**config.mk**
```make
export PLATFORM = sky130hd
export DESIGN_NAME = rate_monotonic_ready_table
export DESIGN_NICKNAME = d
export VERILOG_FILES = /design/src/rmrt_pkg.sv /design/src/rate_monotonic_ready_table.sv /design/src/rmrt_ctrl.sv /design/src/rmrt_datapath.sv
export SDC_FILE = /design/constraint.sdc
export NUM_CORES = 1
export LEC_CHECK = 0
export BUFFER_PORTS_ARGS = -buffer_cell sky130_fd_sc_hd__buf_2
export CAP_MARGIN = 20
export CORE_UTILIZATION = 54
export DETAILED_ROUTE_END_ITERATION = 10
export PLACE_DENSITY = 0.71
export SYNTH_ARGS = -nofsm -noshare
export SYNTH_HDL_FRONTEND = slang
export SYNTH_SLANG_ARGS = --single-unit
```
**constraint.sdc**
```tcl
create_clock -name clk -period 15.9 [get_ports clk]
set_input_delay 4.77 -clock clk [delete_from_list [all_inputs] [get_ports clk]]
set_output_delay 4.77 -clock clk [all_outputs]
set_load 0.02 [all_outputs]
```
**src/rmrt_pkg.sv**
```systemverilog
`default_nettype none
// ----------------------------------------------------------------------------
// rmrt_pkg
// Shared field widths, event kind codes and the controller/datapath
// command and status bundles of the rate-monotonic ready table.
// ----------------------------------------------------------------------------
package rmrt_pkg;

	localparam int KIND_W  = 2;
	localparam int TASK_W  = 5;
	localparam int TIME_W  = 16;
	localparam int COUNT_W = 16;

	// Task ids at or above this bound are ignored.
	localparam int MAX_TASKS = 32;

	typedef enum logic [KIND_W-1:0] {
		KIND_RELEASE  = 2'd0,
		KIND_EXPIRE   = 2'd1,
		KIND_RUN      = 2'd2,
		KIND_COMPLETE = 2'd3
	} kind_t;

	// Commands from the controller to the datapath.
	typedef struct packed {
		logic load;    // latch the event, restart the sweep
		logic step;    // process one table entry
		logic finish;  // append if needed, publish the result
	} cmd_t;

	// Status from the datapath to the controller.
	typedef struct packed {
		logic scan_done;  // every occupied entry has been visited
	} stat_t;

endpackage
`default_nettype wire

```
**src/rate_monotonic_ready_table.sv**
```systemverilog
// Flow: an accepted event starts a sweep over the jobs already in the table (at most
//   TABLE_DEPTH); the result is published once the sweep ends and the result register is free.
// The sweep reads one table entry per cycle. A new event is accepted only after the
//   previous one is published. A waiting result does not block acceptance of the next event.
// Reset: arst_n clears the table (empty), both counters and the result register.
`default_nettype none
// ----------------------------------------------------------------------------
// rate_monotonic_ready_table
// Rate-monotonic ready table: keeps released jobs in arrival order and
// reports the job with the smallest period after every event.
// ----------------------------------------------------------------------------
module rate_monotonic_ready_table #(
	parameter int TABLE_DEPTH = 16
) (
	input  wire logic                          clk,
	input  wire logic                          arst_n,
	// Event channel: one transaction carries one scheduling event.
	input  wire logic                          item_valid,
	output logic                               item_ready,
	input  wire logic [rmrt_pkg::KIND_W-1:0]   kind,
	input  wire logic [rmrt_pkg::TASK_W-1:0]   task_id,
	input  wire logic [rmrt_pkg::TIME_W-1:0]   job_time,
	input  wire logic [rmrt_pkg::TIME_W-1:0]   job_period,
	input  wire logic [rmrt_pkg::TIME_W-1:0]   run_amount,
	// Result channel: one transaction per event.
	output logic                               result_valid,
	input  wire logic                          result_ready,
	output logic                               sel_valid,
	output logic [rmrt_pkg::TASK_W-1:0]        sel_task,
	output logic [rmrt_pkg::TIME_W-1:0]        sel_remaining,
	output logic [rmrt_pkg::TIME_W-1:0]        sel_period,
	output logic [rmrt_pkg::COUNT_W-1:0]       done_total,
	output logic [rmrt_pkg::COUNT_W-1:0]       miss_total,
	output logic                               release_dropped
);
	import rmrt_pkg::*;

	// The controller only sequences; all table state lives in the datapath.
	cmd_t  cmd;
	stat_t stat;

	// The controller accepts an event when idle, walks the sweep until the
	// datapath reports that every occupied entry has been visited, and then
	// waits for the result register to be free before publishing.
	rmrt_ctrl u_ctrl (
		.clk          (clk),
		.arst_n       (arst_n),
		.item_valid   (item_valid),
		.item_ready   (item_ready),
		.result_valid (result_valid),
		.result_ready (result_ready),
		.cmd          (cmd),
		.stat         (stat)
	);

	// The sweep compacts the table in place: surviving jobs are rewritten at
	// the write pointer, which never overtakes the read pointer, so arrival
	// order is kept. The minimum-period search runs alongside the sweep with
	// a strict comparison, so the earliest-arrived job wins a tie. A release
	// is appended after the sweep and compared against the running best.
	rmrt_datapath #(
		.TABLE_DEPTH (TABLE_DEPTH)
	) u_dp (
		.clk             (clk),
		.arst_n          (arst_n),
		.cmd             (cmd),
		.stat            (stat),
		.kind            (kind),
		.task_id         (task_id),
		.job_time        (job_time),
		.job_period      (job_period),
		.run_amount      (run_amount),
		.sel_valid       (sel_valid),
		.sel_task        (sel_task),
		.sel_remaining   (sel_remaining),
		.sel_period      (sel_period),
		.done_total      (done_total),
		.miss_total      (miss_total),
		.release_dropped (release_dropped)
	);

endmodule
`default_nettype wire

```
**src/rmrt_ctrl.sv**
```systemverilog
`default_nettype none
// ----------------------------------------------------------------------------
// rmrt_ctrl
// Sequencer for one event: accept, sweep the table entry by entry, then
// publish the result into the output register once it is free.
// ----------------------------------------------------------------------------
module rmrt_ctrl (
	input  wire logic           clk,
	input  wire logic           arst_n,
	input  wire logic           item_valid,
	output logic                item_ready,
	output logic                result_valid,
	input  wire logic           result_ready,
	output rmrt_pkg::cmd_t      cmd,
	input  wire rmrt_pkg::stat_t stat
);
	import rmrt_pkg::*;

	typedef enum logic [2:0] {
		ST_IDLE   = 3'b001,
		ST_SCAN   = 3'b010,
		ST_FINISH = 3'b100
	} state_t;

	state_t state_q, state_d;
	logic   res_valid_q;
	logic   slot_free;

	assign item_ready   = (state_q == ST_IDLE);
	assign result_valid = res_valid_q;
	assign slot_free    = !res_valid_q || result_ready;

	always_comb begin
		state_d    = state_q;
		cmd.load   = 1'b0;
		cmd.step   = 1'b0;
		cmd.finish = 1'b0;
		unique case (state_q)
			ST_IDLE: begin
				if (item_valid) begin
					cmd.load = 1'b1;
					state_d  = ST_SCAN;
				end
			end
			ST_SCAN: begin
				if (stat.scan_done) begin
					state_d = ST_FINISH;
				end else begin
					cmd.step = 1'b1;
				end
			end
			ST_FINISH: begin
				if (slot_free) begin
					cmd.finish = 1'b1;
					state_d    = ST_IDLE;
				end
			end
			default: begin
				state_d = ST_IDLE;
			end
		endcase
	end

	always_ff @(posedge clk or negedge arst_n) begin
		if (!arst_n) begin
			state_q     <= ST_IDLE;
			res_valid_q <= 1'b0;
		end else begin
			state_q <= state_d;
			if (cmd.finish) begin
				res_valid_q <= 1'b1;
			end else if (result_ready) begin
				res_valid_q <= 1'b0;
			end
		end
	end

endmodule
`default_nettype wire

```
**src/rmrt_datapath.sv**
```systemverilog
`default_nettype none
// ----------------------------------------------------------------------------
// rmrt_datapath
// Job table, compacting sweep, running minimum-period search, counters
// and the result register.
// ----------------------------------------------------------------------------
module rmrt_datapath #(
	parameter int TABLE_DEPTH = 16
) (
	input  wire logic                          clk,
	input  wire logic                          arst_n,
	input  wire rmrt_pkg::cmd_t                cmd,
	output rmrt_pkg::stat_t                    stat,
	input  wire logic [rmrt_pkg::KIND_W-1:0]   kind,
	input  wire logic [rmrt_pkg::TASK_W-1:0]   task_id,
	input  wire logic [rmrt_pkg::TIME_W-1:0]   job_time,
	input  wire logic [rmrt_pkg::TIME_W-1:0]   job_period,
	input  wire logic [rmrt_pkg::TIME_W-1:0]   run_amount,
	output logic                               sel_valid,
	output logic [rmrt_pkg::TASK_W-1:0]        sel_task,
	output logic [rmrt_pkg::TIME_W-1:0]        sel_remaining,
	output logic [rmrt_pkg::TIME_W-1:0]        sel_period,
	output logic [rmrt_pkg::COUNT_W-1:0]       done_total,
	output logic [rmrt_pkg::COUNT_W-1:0]       miss_total,
	output logic                               release_dropped
);
	import rmrt_pkg::*;

	localparam int IDX_W = $clog2(TABLE_DEPTH);
	localparam int CNT_W = $clog2(TABLE_DEPTH + 1);

	function automatic logic [COUNT_W-1:0] sat_inc(input logic [COUNT_W-1:0] c);
		return (c == '1) ? c : c + COUNT_W'(1);
	endfunction

	// Job table; entries below fill_q are occupied, in arrival order.
	logic [TASK_W-1:0] ent_task_q [TABLE_DEPTH];
	logic [TIME_W-1:0] ent_rem_q  [TABLE_DEPTH];
	logic [TIME_W-1:0] ent_per_q  [TABLE_DEPTH];
	logic [CNT_W-1:0]  fill_q, rd_q, wr_q;

	// Latched event.
	kind_t             kind_q;
	logic [TASK_W-1:0] task_q;
	logic [TIME_W-1:0] time_q, per_q, amt_q;
	logic              act_q;

	// Running best among kept entries.
	logic              best_found_q;
	logic [TASK_W-1:0] best_task_q;
	logic [TIME_W-1:0] best_rem_q, best_per_q;

	logic [COUNT_W-1:0] done_q, miss_q;

	// Result register.
	logic               out_valid_q, out_drop_q;
	logic [TASK_W-1:0]  out_task_q;
	logic [TIME_W-1:0]  out_rem_q, out_per_q;
	logic [COUNT_W-1:0] out_done_q, out_miss_q;

	logic [IDX_W-1:0]  rd_idx, wr_idx;
	logic [TASK_W-1:0] cur_task;
	logic [TIME_W-1:0] cur_rem, cur_per, new_rem;
	logic              hit, keep, miss_inc, done_inc, better;
	logic              has_room, append, new_best, dropped;

	assign rd_idx   = rd_q[IDX_W-1:0];
	assign wr_idx   = wr_q[IDX_W-1:0];
	assign cur_task = ent_task_q[rd_idx];
	assign cur_rem  = ent_rem_q[rd_idx];
	assign cur_per  = ent_per_q[rd_idx];

	assign stat.scan_done = (rd_q == fill_q);

	assign hit    = act_q && (kind_q != KIND_RELEASE) && (cur_task == task_q);
	assign better = !best_found_q || (cur_per < best_per_q);

	always_comb begin
		keep     = 1'b1;
		new_rem  = cur_rem;
		miss_inc = 1'b0;
		done_inc = 1'b0;
		if (hit) begin
			case (kind_q)
				KIND_EXPIRE: begin
					keep     = 1'b0;
					miss_inc = (cur_rem != '0);
				end
				KIND_COMPLETE: begin
					keep     = 1'b0;
					done_inc = 1'b1;
				end
				KIND_RUN: begin
					if (cur_rem > amt_q) begin
						new_rem = cur_rem - amt_q;
					end else begin
						keep = 1'b0;
					end
				end
				default: begin
					keep = 1'b1;
				end
			endcase
		end
	end

	// After the sweep wr_q equals the number of surviving jobs.
	assign has_room = (wr_q < CNT_W'(TABLE_DEPTH));
	assign append   = act_q && (kind_q == KIND_RELEASE) && has_room;
	assign dropped  = act_q && (kind_q == KIND_RELEASE) && !has_room;
	assign new_best = append && (!best_found_q || (per_q < best_per_q));

	always_ff @(posedge clk) begin
		if (cmd.step && keep) begin
			ent_task_q[wr_idx] <= cur_task;
			ent_rem_q[wr_idx]  <= new_rem;
			ent_per_q[wr_idx]  <= cur_per;
		end else if (cmd.finish && append) begin
			ent_task_q[wr_idx] <= task_q;
			ent_rem_q[wr_idx]  <= time_q;
			ent_per_q[wr_idx]  <= per_q;
		end
		if (cmd.load) begin
			kind_q <= kind_t'(kind);
			task_q <= task_id;
			time_q <= job_time;
			per_q  <= job_period;
			amt_q  <= run_amount;
		end
		if (cmd.step && keep && better) begin
			best_task_q <= cur_task;
			best_rem_q  <= new_rem;
			best_per_q  <= cur_per;
		end
	end

	always_ff @(posedge clk or negedge arst_n) begin
		if (!arst_n) begin
			fill_q       <= '0;
			rd_q         <= '0;
			wr_q         <= '0;
			act_q        <= 1'b0;
			best_found_q <= 1'b0;
			done_q       <= '0;
			miss_q       <= '0;
			out_valid_q  <= 1'b0;
			out_drop_q   <= 1'b0;
			out_task_q   <= '0;
			out_rem_q    <= '0;
			out_per_q    <= '0;
			out_done_q   <= '0;
			out_miss_q   <= '0;
		end else begin
			if (cmd.load) begin
				rd_q         <= '0;
				wr_q         <= '0;
				best_found_q <= 1'b0;
				act_q        <= (int'(task_id) < MAX_TASKS);
			end
			if (cmd.step) begin
				rd_q <= rd_q + CNT_W'(1);
				if (keep) begin
					wr_q <= wr_q + CNT_W'(1);
					if (better) begin
						best_found_q <= 1'b1;
					end
				end
				if (miss_inc) begin
					miss_q <= sat_inc(miss_q);
				end
				if (done_inc) begin
					done_q <= sat_inc(done_q);
				end
			end
			if (cmd.finish) begin
				fill_q      <= append ? wr_q + CNT_W'(1) : wr_q;
				out_valid_q <= best_found_q || append;
				out_drop_q  <= dropped;
				out_done_q  <= done_q;
				out_miss_q  <= miss_q;
				if (new_best) begin
					out_task_q <= task_q;
					out_rem_q  <= time_q;
					out_per_q  <= per_q;
				end else if (best_found_q) begin
					out_task_q <= best_task_q;
					out_rem_q  <= best_rem_q;
					out_per_q  <= best_per_q;
				end else begin
					out_task_q <= '0;
					out_rem_q  <= '0;
					out_per_q  <= '0;
				end
			end
		end
	end

	assign sel_valid       = out_valid_q;
	assign sel_task        = out_task_q;
	assign sel_remaining   = out_rem_q;
	assign sel_period      = out_per_q;
	assign done_total      = out_done_q;
	assign miss_total      = out_miss_q;
	assign release_dropped = out_drop_q;

endmodule
`default_nettype wire

```
## Word level (Yosys, flattened, before mapping)

Memory sizes are Yosys's and may differ from the RTL's.
Index checks and enable logic that the tools add are counted.

- Order comparisons: 4
- Reduce and logical (&&, ||, !) cells: 25
- Bitwise gates (word level): 5
- $add $sub $neg: 5
- Mux-type cells: 46
- Eq/ne operators: 13

Operators with widths:

| kind | number |
|---|---|
| $mux W16 | 9 |
| $mux W5 | 9 |
| $add A16 B1 Y16 const B | 2 |
| $eq A16 B16 Y1 const B | 2 |
| $lt A16 B16 Y1 | 2 |
| $mux W1 | 23 |
| $gt A16 B16 Y1 | 1 |
| $reduce_bool A16 Y1 | 1 |
| $sub A16 B16 Y16 | 1 |
| $add A5 B1 Y5 const B | 2 |
| $eq A5 B5 Y1 | 2 |
| $logic_and A1 B1 Y1 | 9 |
| $mux W3 | 3 |
| $pmux W3 S3 | 1 |
| $reduce_and A3 Y1 | 3 |
| $reduce_bool A2 Y1 | 3 |
| $lt A5 B5 Y1 const B | 1 |
| $eq A2 B2 Y1 const B | 2 |
| $logic_or A1 B1 Y1 | 4 |
| $ne A2 B2 Y1 const B | 2 |
| $eq A3 B1 Y1 const B | 1 |
| $eq A3 B2 Y1 const B | 1 |
| $eq A3 B3 Y1 const B | 1 |
| $logic_not A1 Y1 | 3 |
| 7 further kinds | 10 |

- Memories kept: 3
- RAM bits: 592
- Word-level logic and storage cells: 125
- Output and inout bits: 73
- Register bits after elaboration: 216

Memories:

| memory | words | bits a word | read ports | clocked after memory_dff | wr ports | RTL line | RTL |
|---|---|---|---|---|---|---|---|
| u_dp.ent_per_q | 16 | 16 | 1 | 0 | 1 | rmrt_datapath.sv:39 | `logic [TIME_W-1:0] ent_per_q [TABLE_DEPTH];` |
| u_dp.ent_rem_q | 16 | 16 | 1 | 0 | 1 | rmrt_datapath.sv:38 | `logic [TIME_W-1:0] ent_rem_q [TABLE_DEPTH];` |
| u_dp.ent_task_q | 16 | 5 | 1 | 0 | 1 | rmrt_datapath.sv:37 | `logic [TASK_W-1:0] ent_task_q [TABLE_DEPTH];` |

## Longest topological paths before layout

- Word-level depth: 9
- Mapped depth: 19

## Hierarchy

From an unflattened synthesis, not the netlist that was laid out.

- Cells, all modules: 1778
- Area, all modules: 32927.8 um2

By module, submodules not included:

| module | sequential area each (um2) | instances | area an instance (um2) | cells an instance |
|---|---|---|---|---|
| rmrt_datapath | 23542.6 | 1 | 32695.1 | 1757 |
| rmrt_ctrl | 101.3 | 1 | 232.7 | 21 |

## Least setup slack after synthesis

No wires, ideal clock.

- Kind: input port to flip-flop
- Start: in result_ready
- End: mem u_dp.ent_per_q[15][0] (enable)
- Stages: 6
- Arrival time: 7661 ps
- Required time: 15456 ps
- Setup slack: 7796 ps
- Setup time: 444 ps
- Path through: nor2b_1 nor2_1 nand2_1 clkbuf_1 clkbuf_1 a21oi_1

- Longest elaborated chain between the ends: 8

RTL lines:

| element | RTL line | RTL |
|---|---|---|
| start: declaration | rate_monotonic_ready_table.sv:27 | `input wire logic result_ready,` |
| $logic_or A1 B1 Y1 | rmrt_ctrl.sv:31 | `assign slot_free = !res_valid_q \|\| result_ready;` |
| $mux W1 | rmrt_ctrl.sv:53 | `if (slot_free) begin` |
| $mux W1 | rmrt_ctrl.sv:38 | `unique case (state_q)` |
| $logic_and A1 B1 Y1 | rmrt_datapath.sv:118 | `end else if (cmd.finish && append) begin` |
| $mux W1 | rmrt_datapath.sv:118 |  |
| $mux W1 | rmrt_datapath.sv:114 | `if (cmd.step && keep) begin` |
| $mux W1 (implied by the code) | rmrt_datapath.sv:121 | `ent_per_q[wr_idx] <= per_q;` |
| $or A1 B1 Y1 (no line) | -- |  |
| end: declaration | rmrt_datapath.sv:39 |  |

No other way between the ends.

## Final worst setup path

- Start: reg u_dp.rd_q[0]
- End: mem u_dp.ent_rem_q[13][2] (enable)

- Longest elaborated chain between the ends: 9
- Elaborated cells on any way between the ends: 17
- Classes of those cells: order compare (1); eq/ne (2); mux (9); bitwise (1); reduce/logical (2); memory (2)

RTL lines:

| element | RTL line | RTL |
|---|---|---|
| start: declaration | rmrt_datapath.sv:40 | `logic [CNT_W-1:0] fill_q, rd_q, wr_q;` |
| start signal: assignment | rmrt_datapath.sv:161 | `rd_q <= rd_q + CNT_W'(1);` |
| $mem_v2 Z16 W16 | -- |  |
| $gt A16 B16 Y1 | rmrt_datapath.sv:94 | `if (cur_rem > amt_q) begin` |
| $mux W1 | rmrt_datapath.sv:94 |  |
| $pmux W1 S2 | rmrt_datapath.sv:84 | `case (kind_q)` |
| $mux W1 | rmrt_datapath.sv:83 | `if (hit) begin` |
| $logic_and A1 B1 Y1 (*) | rmrt_datapath.sv:114 |  |
| $mux W1 | rmrt_datapath.sv:114 |  |
| $mux W1, on equally long branches | rmrt_datapath.sv:116, rmrt_datapath.sv:120 |  |
| $or A1 B1 Y1 (no line) (*) | -- |  |
| end: declaration | rmrt_datapath.sv:38 |  |

Every way passes the cells marked *; elsewhere a longest branch is shown, timed or not.

==> impl_metrics.py <==
metrics = {
    "synthesis": {
        "yosysTopAreaCell": "edfxtp_1",
        "synth_warnings": 0,
        "synthTopCellsByCount": "684 x edfxtp_1, 223 x nand2_1, 163 x mux4_2",
        "synth_flop_cell": "edfxtp_1",
        "synthTopCellsByArea": "edfxtp_1 62%, mux4_2 11%, dfrtp_1 9.3%",
        "synthesis.nets": 1963,
        "ys_seq_elements": 808,
        "synthArstFlopShare": 0.153,
        "netlist_area_sq_um": 33000,
        "avgSynthCellArea_sq_um": 17.8,
        "synth_most_common_cell": "edfxtp_1",
        "synth_seq_area_share": 0.718,
        "syn_inst": 1850,
        "synth.distinct_cells": 64,
        "synth_top_cell_area_share": 0.623,
        "synth_edf_count": 684,
    },
    "routing": {
        "drt-total-wl_um": 75100,
        "postRouteAntennaNets": 0,
        "route.detailed.drc": 0,
        "drt_iter0_drc": 1911,
        "dr.pass1.iters": 5,
        "post_drt_wl_per_cell_um": 26.2,
        "detail_route.vias_per_cell": 6.19,
        "vias": 17700,
    },
    "grt": {
        "track_usage": 0.248,
        "overflow": 0,
        "grt_pass1_wl_um": 114000,
        "grt_antenna_before_repair": 2,
        "grt_start_max_net_pins": 72,
        "grt_pass1_vias": 17900,
    },
    "power": {
        "power_density_nw_per_um2": 154,
        "total_power_mw": 5.75,
        "p_leak_nw": 13.4,
        "irDropWorstVdd_v": 0.0000764,
    },
    "layout": {
        "fillers": 4172,
        "fin_cells": 2866,
        "area_delta_synth_final_pct": 13.1,
        "fin_nets": 2131,
        "final_area_sq_um": 37300,
        "n_antenna_cell": 0,
        "finish.utilization": 0.617,
        "layout-drive-gt1-share": 0.250,
    },
    "setup_path": {
        "critPathLaunchType": "flip-flop",
        "critical_path.max_fanout": 40,
        "criticalPathCategory": "flip-flop to flip-flop",
        "path_cells": "buf_4 -> buf_4 -> mux4_2 -> a22o_1 -> a221o_1 -> inv_1 -> ha_1 -> inv_1 -> fa_1 -> nand3_1 -> a21oi_1 -> nor3_1 -> o211ai_1 -> and2_1 -> o31ai_4 -> nand2_1 -> and4_2 -> buf_4",
        "crit_path_end_kind": "flip-flop",
        "cp.arrival_ns": 7.87,
        "crit_required_ns": 16.23,
        "worst_path_max_delay_cell": "dfrtp_4",
        "cpPeakStageDelay_ns": 0.81,
        "critPathMostFrequentCell": "buf_4",
    },
    "clocking": {
        "cts_tree": "yes",
        "postCtsHoldBufs": 0,
        "post-cts-setup-buffer-count": 0,
        "clock_path_buffers": 3,
        "cts_resized": 0,
        "cts.sinks": 808,
        "clk_latency_ns": 0.63,
        "clk_pin_slew_ns": 0.06,
        "cts_made_buffers": 80,
        "root_buffer": "clkbuf_16",
        "cts.htree.levels": 3,
    },
    "run_status": {
        "outcome": "finished clean",
    },
    "placed_design": {
        "portBuffers": 131,
        "dp_slack_ns": 8.27,
        "dp_hpwl_um": 44500,
        "place_congestion": 0.858,
        "dpl_cell_area_sq_um": 34500,
        "dp.cells": 2717,
    },
    "timing": {
        "setup_viol": 0,
        "setup_slack_ns": 8.36,
        "hold_ws_ns": 0.471,
        "drv_slew": 0,
        "fin_skew_ns": 0.0214,
        "period_needed_ns": 7.54,
        "hold_viol_final": 0,
        "rsz0062_at_grt": "false",
        "fin_setup_tns_ns": 0,
        "slew_headroom": 0.219,
        "timing.final.crit_share": 0.474,
        "worst_pin_slew_ns": 1.16,
        "fmax_mhz": 133,
    },
    "floorplanning": {
        "start_util": 0.546,
        "die_h_um": 249,
        "die_w_um": 249,
        "die_area_sq_um": 62000,
        "row_count": 90,
        "ioPinCount": 132,
        "core_area_sq_um": 60400,
    },
    "flow_run": {
        "max-cap-violations": 0,
    },
    "hold_path": {
        "min_path_type": "flip-flop to flip-flop",
    },
}
report_power, final:
part	switching, mW	internal, mW
sequential	0.0891	2.58
combinational	0.682	0.458
clock	0.787	1.15
critical path, delay by kind of cell, from the launching register on:
kind | cells | cell delay [ns]
muxes | 1 | 0.58
buffers and inverters | 5 | 1.91
AOI/OAI and AO/OA | 5 | 1.62
DFF | 1 | 0.81
adders and majority gates | 2 | 0.59
and+or+nand+nor | 5 | 1.64
layer usage:
layer,GRT usage,part of all wire,up-vias
met5,0,0.00017,-
met4,0.0743,0.023,2
met3,0.0516,0.085,102
met2,0.386,0.47,816
met1,0.359,0.42,9216
li1,-,-,7603
state kept, by name, summed over array words and instances, names as in the netlist, 2 cells and up:
register	count
u_dp.ent_per_q	256
u_dp.ent_rem_q	256
u_dp.ent_task_q	80
u_dp.amt_q	16
u_dp.best_per_q	16
u_dp.best_rem_q	16
u_dp.done_q	16
u_dp.done_total	16
u_dp.miss_q	16
u_dp.miss_total	16
u_dp.per_q	16
u_dp.sel_period	16
u_dp.sel_remaining	16
u_dp.time_q	16
u_dp.best_task_q	5
u_dp.fill_q	5
u_dp.rd_q	5
u_dp.sel_task	5
u_dp.task_q	5
u_dp.wr_q	5
u_ctrl.state_q	3
u_dp.kind_q	2
area by class of cell:
class	count	area, sq um	area share
Sequential cell	808	23700	0.635
Multi-Input combinational cell	912	8780	0.236
Clock buffer	110	2320	0.0623
Tap cell	782	978	0.0263
Timing Repair Buffer	169	947	0.0254
Clock inverter	38	399	0.0107
Inverter	47	176	0.00473
placed cells by master, fill, tap and decap left out, drive strengths merged, types with 21 or more instances in the layout:
master  synthesis  final
ha             53     53
xnor2          40     40
a21oi          21     21
clkbuf         38    110
and2           54     54
nand3          22     22
mux4          163    163
clkinv          0     25
mux2           32     32
nand2         223    223
a221o          38     38
inv            47     49
dfrtp         123    123
a22oi          33     33
buf            45    169
o21ai          26     26
nor2           29     29
edfxtp        684    684
logic make-up after synthesis:
group,count (synthesis),share of synthesized area
buffers and inverters,130,0.0177
multiplexers,210,0.128
AO/OA/AOI/OAI,173,0.0399
AND/OR/NAND/NOR,418,0.0614
XOR/XNOR,57,0.0151
adder cells (fa/ha/maj),54,0.0207
flip-flops,808,0.718
worst paths after layout:
check	start	endpoint	slack, ns	cells past startpoint
max	u_dp.rd_q[0]$_DFFE_PN0P_	u_dp.ent_rem_q[13][2]$_DFFE_PP_	8.36	18
min	u_dp.best_rem_q[14]$_DFFE_PP_	u_dp.sel_remaining[14]$_DFFE_PN0P_	0.47	1
max reg2reg	u_dp.rd_q[0]$_DFFE_PN0P_	u_dp.ent_rem_q[13][2]$_DFFE_PP_	8.36	18
min reg2reg	u_dp.best_rem_q[14]$_DFFE_PP_	u_dp.sel_remaining[14]$_DFFE_PN0P_	0.47	1
max in group asynchronous	arst_n	u_dp.rd_q[0]$_DFFE_PN0P_	10.40	2
min in group asynchronous	arst_n	u_dp.done_q[9]$_DFFE_PN0P_	4.11	1
(Power assumes the default switching activity.)
